==> config.mk <==
export PLATFORM = sky130hd
export DESIGN_NAME = dpm_div
export DESIGN_NICKNAME = d
export VERILOG_FILES = /design/src/rtl/dpm_div.sv
export SDC_FILE = /design/constraint.sdc
export NUM_CORES = 2
export LEC_CHECK = 0
export BUFFER_PORTS_ARGS = -buffer_cell sky130_fd_sc_hd__buf_4
export CAP_MARGIN = 20
export CORE_MARGIN = 1.5
export CORE_UTILIZATION = 65
export DETAILED_ROUTE_END_ITERATION = 7
export GPL_TIMING_DRIVEN = 0
export PLACE_DENSITY = 0.82
export SYNTH_ARGS = -nofsm -noshare
export SYNTH_HDL_FRONTEND = slang
export SYNTH_SLANG_ARGS = --single-unit
==> constraint.sdc <==
create_clock -name clk -period 15.35 [get_ports clk]
set_input_delay 4.605 -clock clk [delete_from_list [all_inputs] [get_ports clk]]
set_output_delay 4.605 -clock clk [all_outputs]
set_load 0.05 [all_outputs]
==> src/rtl/dpm_div.sv <==
module dpm_div
    #(
        parameter int D_W    = 25,
        parameter int Q_W    = 33,
        parameter int SPS    = 4,
        parameter int SIDE_W = 1
    )
    (
        input  logic              clk,
        input  logic              rst_n,
        input  logic              en,
        input  logic              in_valid,
        input  logic [D_W-1:0]    num,
        input  logic [D_W-1:0]    div,
        input  logic [SIDE_W-1:0] side_in,
        output logic              out_valid,
        output logic [Q_W-1:0]    quo,
        output logic [SIDE_W-1:0] side_out
    );

    // quo = floor(num * 2^Q_W / div), valid when num < div
    localparam int NSTG = (Q_W + SPS - 1) / SPS;

    logic              v_reg    [NSTG];
    logic [D_W-1:0]    r_reg    [NSTG];
    logic [D_W-1:0]    d_reg    [NSTG];
    logic [Q_W-1:0]    q_reg    [NSTG];
    logic [SIDE_W-1:0] s_reg    [NSTG];
    logic              v_next   [NSTG];
    logic [D_W-1:0]    r_next   [NSTG];
    logic [D_W-1:0]    d_next   [NSTG];
    logic [Q_W-1:0]    q_next   [NSTG];
    logic [SIDE_W-1:0] s_next   [NSTG];

    always_comb
    begin
        logic [D_W:0]   r2;
        logic [D_W-1:0] r;
        logic [D_W-1:0] d;
        logic [Q_W-1:0] q;
        r2 = '0;
        for (int stg = 0; stg < NSTG; stg++)
        begin
            if (stg == 0)
            begin
                v_next[stg] = in_valid;
                r           = num;
                d           = div;
                q           = '0;
                s_next[stg] = side_in;
            end
            else
            begin
                v_next[stg] = v_reg[stg-1];
                r           = r_reg[stg-1];
                d           = d_reg[stg-1];
                q           = q_reg[stg-1];
                s_next[stg] = s_reg[stg-1];
            end
            for (int j = 0; j < SPS; j++)
            begin
                if (stg * SPS + j < Q_W)
                begin
                    r2 = {r, 1'b0};
                    if (r2 >= {1'b0, d})
                    begin
                        r = D_W'(r2 - {1'b0, d});
                        q = {q[Q_W-2:0], 1'b1};
                    end
                    else
                    begin
                        r = r2[D_W-1:0];
                        q = {q[Q_W-2:0], 1'b0};
                    end
                end
            end
            r_next[stg] = r;
            d_next[stg] = d;
            q_next[stg] = q;
        end
    end

    always_ff @(posedge clk or negedge rst_n)
    begin
        if (!rst_n)
        begin
            for (int stg = 0; stg < NSTG; stg++)
            begin
                v_reg[stg] <= 1'b0;
            end
        end
        else if (en)
        begin
            for (int stg = 0; stg < NSTG; stg++)
            begin
                v_reg[stg] <= v_next[stg];
            end
        end
    end

    always_ff @(posedge clk)
    begin
        if (en)
        begin
            for (int stg = 0; stg < NSTG; stg++)
            begin
                r_reg[stg] <= r_next[stg];
                d_reg[stg] <= d_next[stg];
                q_reg[stg] <= q_next[stg];
                s_reg[stg] <= s_next[stg];
            end
        end
    end

    assign out_valid = v_reg[NSTG-1];
    assign quo       = q_reg[NSTG-1];
    assign side_out  = s_reg[NSTG-1];

endmodule

==> results.json <==
{
  "drt_iter0_drc": 6367,
  "drc": 0,
  "routed_wl_mm": 188,
  "avgSynthCellArea_sq_um": 8.93,
  "gp_congestion": 1.01,
  "end_kind": "flip-flop",
  "min_to": "q_reg[0][294]$_DFFE_PP_",
  "slew_headroom": 0.419,
  "setup_viol_count_final": 0,
  "clockBufferDepth": 3,
  "required_ns": 15.74,
  "grt_pass1_wl_mm": 291,
  "dp_slack_ns": -3.05,
  "reg2reg_from": "d_reg[0][100]$_DFFE_PP_",
  "cpPeakStageDelay_ns": 0.44,
  "slowest_stage": "or4_4",
  "synth_area_leaders": "edfxtp_1 27%, ha_1 15%, xnor2_1 5.9%",
  "die_h_um": 319,
  "cap_violations": 0,
  "numCtsBuffers": 69,
  "grt_usage": 0.357,
  "cpMostUsedCell": "buf_4",
  "whs_path_depth": 0,
  "grt_max_degree": 132,
  "netlist_area_sq_mm": 0.0648,
  "hold_path_class": "reg -> reg",
  "via_count": 58036,
  "whs_ns": 0.410,
  "synth_top_area_frac": 0.272,
  "via_per_inst": 6.60,
  "setup.worst_path.start_class": "input port",
  "rrSetupSlack_ns": 0.51,
  "reg2regPathDepth": 50,
  "floorplan.core_area_sq_mm": 0.0986,
  "path_buf_inv": 12,
  "syn2layout_area_growth_pct": 8.55,
  "hp-start": "q_reg[0][260]$_DFFE_PP_",
  "hpwl_mm": 149,
  "async_flop_share": 0.0151,
  "cts_hold_buf": 0,
  "status": "finished clean",
  "worstPathArrival_ns": 15.42,
  "portBuffers": 89,
  "setup_ws_ns": 0.315,
  "multiInputGateArea_sq_mm": 0.0451,
  "fin_crit_ns": 15.04,
  "fill_cells": 7699,
  "ys_types": 107,
  "clock.fmax_ghz": 0.0665,
  "postRouteAntennaNets": 0,
  "drv_slew": 0,
  "syn_nets": 8117,
  "synthFlopType": "edfxtp_1",
  "finish.utilization": 0.713,
  "clk_pin_slew_ns": 0.06,
  "cts_tree": "done",
  "worstMarginPinSlew_ns": 0.872,
  "critPathKind": "in -> reg",
  "post-route-period-util": 0.979,
  "ys_ff_latch": 595,
  "die_area_sq_mm": 0.102,
  "ios": 90,
  "start_util": 0.657,
  "r2r-end": "r_reg[0][144]$_DFFE_PP_",
  "wire_per_inst_um": 21.4,
  "antenna_found_initial": 10,
  "synth_edf_count": 586,
  "path_delay_family": "compound AO/OA/AOI/OAI gates",
  "layout.cells.non_filler": 8791,
  "yosysSeqAreaShare": 0.275,
  "dp_cells": 8634,
  "synth_top_area_cell": "edfxtp_1",
  "regArea_sq_mm": 0.0178,
  "grt_pass1_vias": 53436,
  "yosysWarnings": 0,
  "cp_max_fo": 11,
  "rows": 115,
  "first_pass_iters": 6,
  "clock-root-buffer": "clkbuf_16",
  "cts_sinks": 595,
  "finalNetCount": 8309,
  "chipWidth_um": 319,
  "skew_ns": 0.0297,
  "cts_max_level": 3,
  "grt_overflow": 0,
  "synthCells": 7254,
  "clk_latency_ns": 0.66,
  "final_layout_size_suffix_gt1_frac": 0.111,
  "hold_viol_final": 0
}
[cell usage in the layout (no fill, tap or decap), types with 332 or more instances in the layout]
| cell | netlist | routed |
|---|---|---|
| nor2_1 | 514 | 512 |
| a21oi_1 | 695 | 689 |
| edfxtp_1 | 586 | 586 |
| o21ai_0 | 467 | 455 |
| ha_1 | 800 | 789 |
| mux2_2 | 334 | 334 |
| a21o_1 | 332 | 332 |
| xnor2_1 | 436 | 436 |
| inv_1 | 446 | 442 |
| nand2_1 | 500 | 499 |
[cell usage after synthesis (all sizes together), types with 123 or more instances]
| cell | instances |
|---|---|
| a21o | 332 |
| a21oi | 697 |
| edfxtp | 586 |
| ha | 800 |
| inv | 455 |
| mux2 | 400 |
| nand2 | 500 |
| nor2 | 514 |
| nor3 | 137 |
| o21a | 123 |
| o21ai | 475 |
| xnor2 | 436 |
| xor2 | 199 |
[cells by family after synthesis]
group / share of synthesized area
DFF: 0.275
buffers and inverters: 0.0358
xor gates and xnor gates: 0.0859
AOI/OAI and AO/OA: 0.226
adders and majority gates: 0.157
muxes: 0.0788
and+or+nand+nor: 0.142
[worst max path at each step]
stage	slack, ns	end	depth (start not counted)	start
finish	0.31	r_reg[0][24]$_DFFE_PP_	52	div[0]
global route	-0.06	r_reg[0][18]$_DFFE_PP_	53	div[19]
CTS	0.005	r_reg[0][180]$_DFFE_PP_	48	d_reg[0][150]$_DFFE_PP_
detailed placement	-3.05	r_reg[0][24]$_DFFE_PP_	49	div[0]
global placement	-2.95	r_reg[0][24]$_DFFE_PP_	49	div[0]
floorplan	0.13	r_reg[0][24]$_DFFE_PP_	47	div[0]
[per-layer routing]
metal / routed length (um) / GRT usage
met1: 82400 / 0.512
met3: 17500 / 0.0483
met4: 6700 / 0.128
met5: 47 / 0
met2: 81500 / 0.549
[worst register-to-register path, delay by kind of cell, from the launching register on]
family / cells / cell delay [ns]
simple gates: 8 / 2.68
buf+inv: 11 / 3.18
fa+ha+maj: 4 / 1.56
compound gates: 25 / 6.12
flops: 1 / 0.53
mux: 2 / 0.44
[repair_timing]
item	in CTS	in global routing
gates resized for setup	61	137
setup endpoints to repair	125	206
buffers inserted	11	19
pin swaps	9	15
gates cloned	0	0
[cell type report]
class / instances / share of cell area
multi-input cells: 6057 / 0.641
flip-flops and latches: 595 / 0.254
clock buffers: 84 / 0.0257
inverters: 463 / 0.0250
well taps: 1287 / 0.0229
repair buffers: 123 / 0.0144
plain buffers: 137 / 0.0101
clock inverters: 41 / 0.00710
diodes: 4 / 0.000142
[metrics by stage]
stage | cell area (sq um) | TNS (ns)
6_report | 70300 | 0
4_1_cts | 69800 | 0
3_5_place_dp | 67200 | -108.12
2_1_floorplan | 64800 | 0
3_3_place_gp | 67100 | -90.69
5_1_grt | 70300 | -0.836
Power is left out: the tool's default activity adds up to more than one toggle a clock period on the data nets, which glitch-free logic cannot reach.
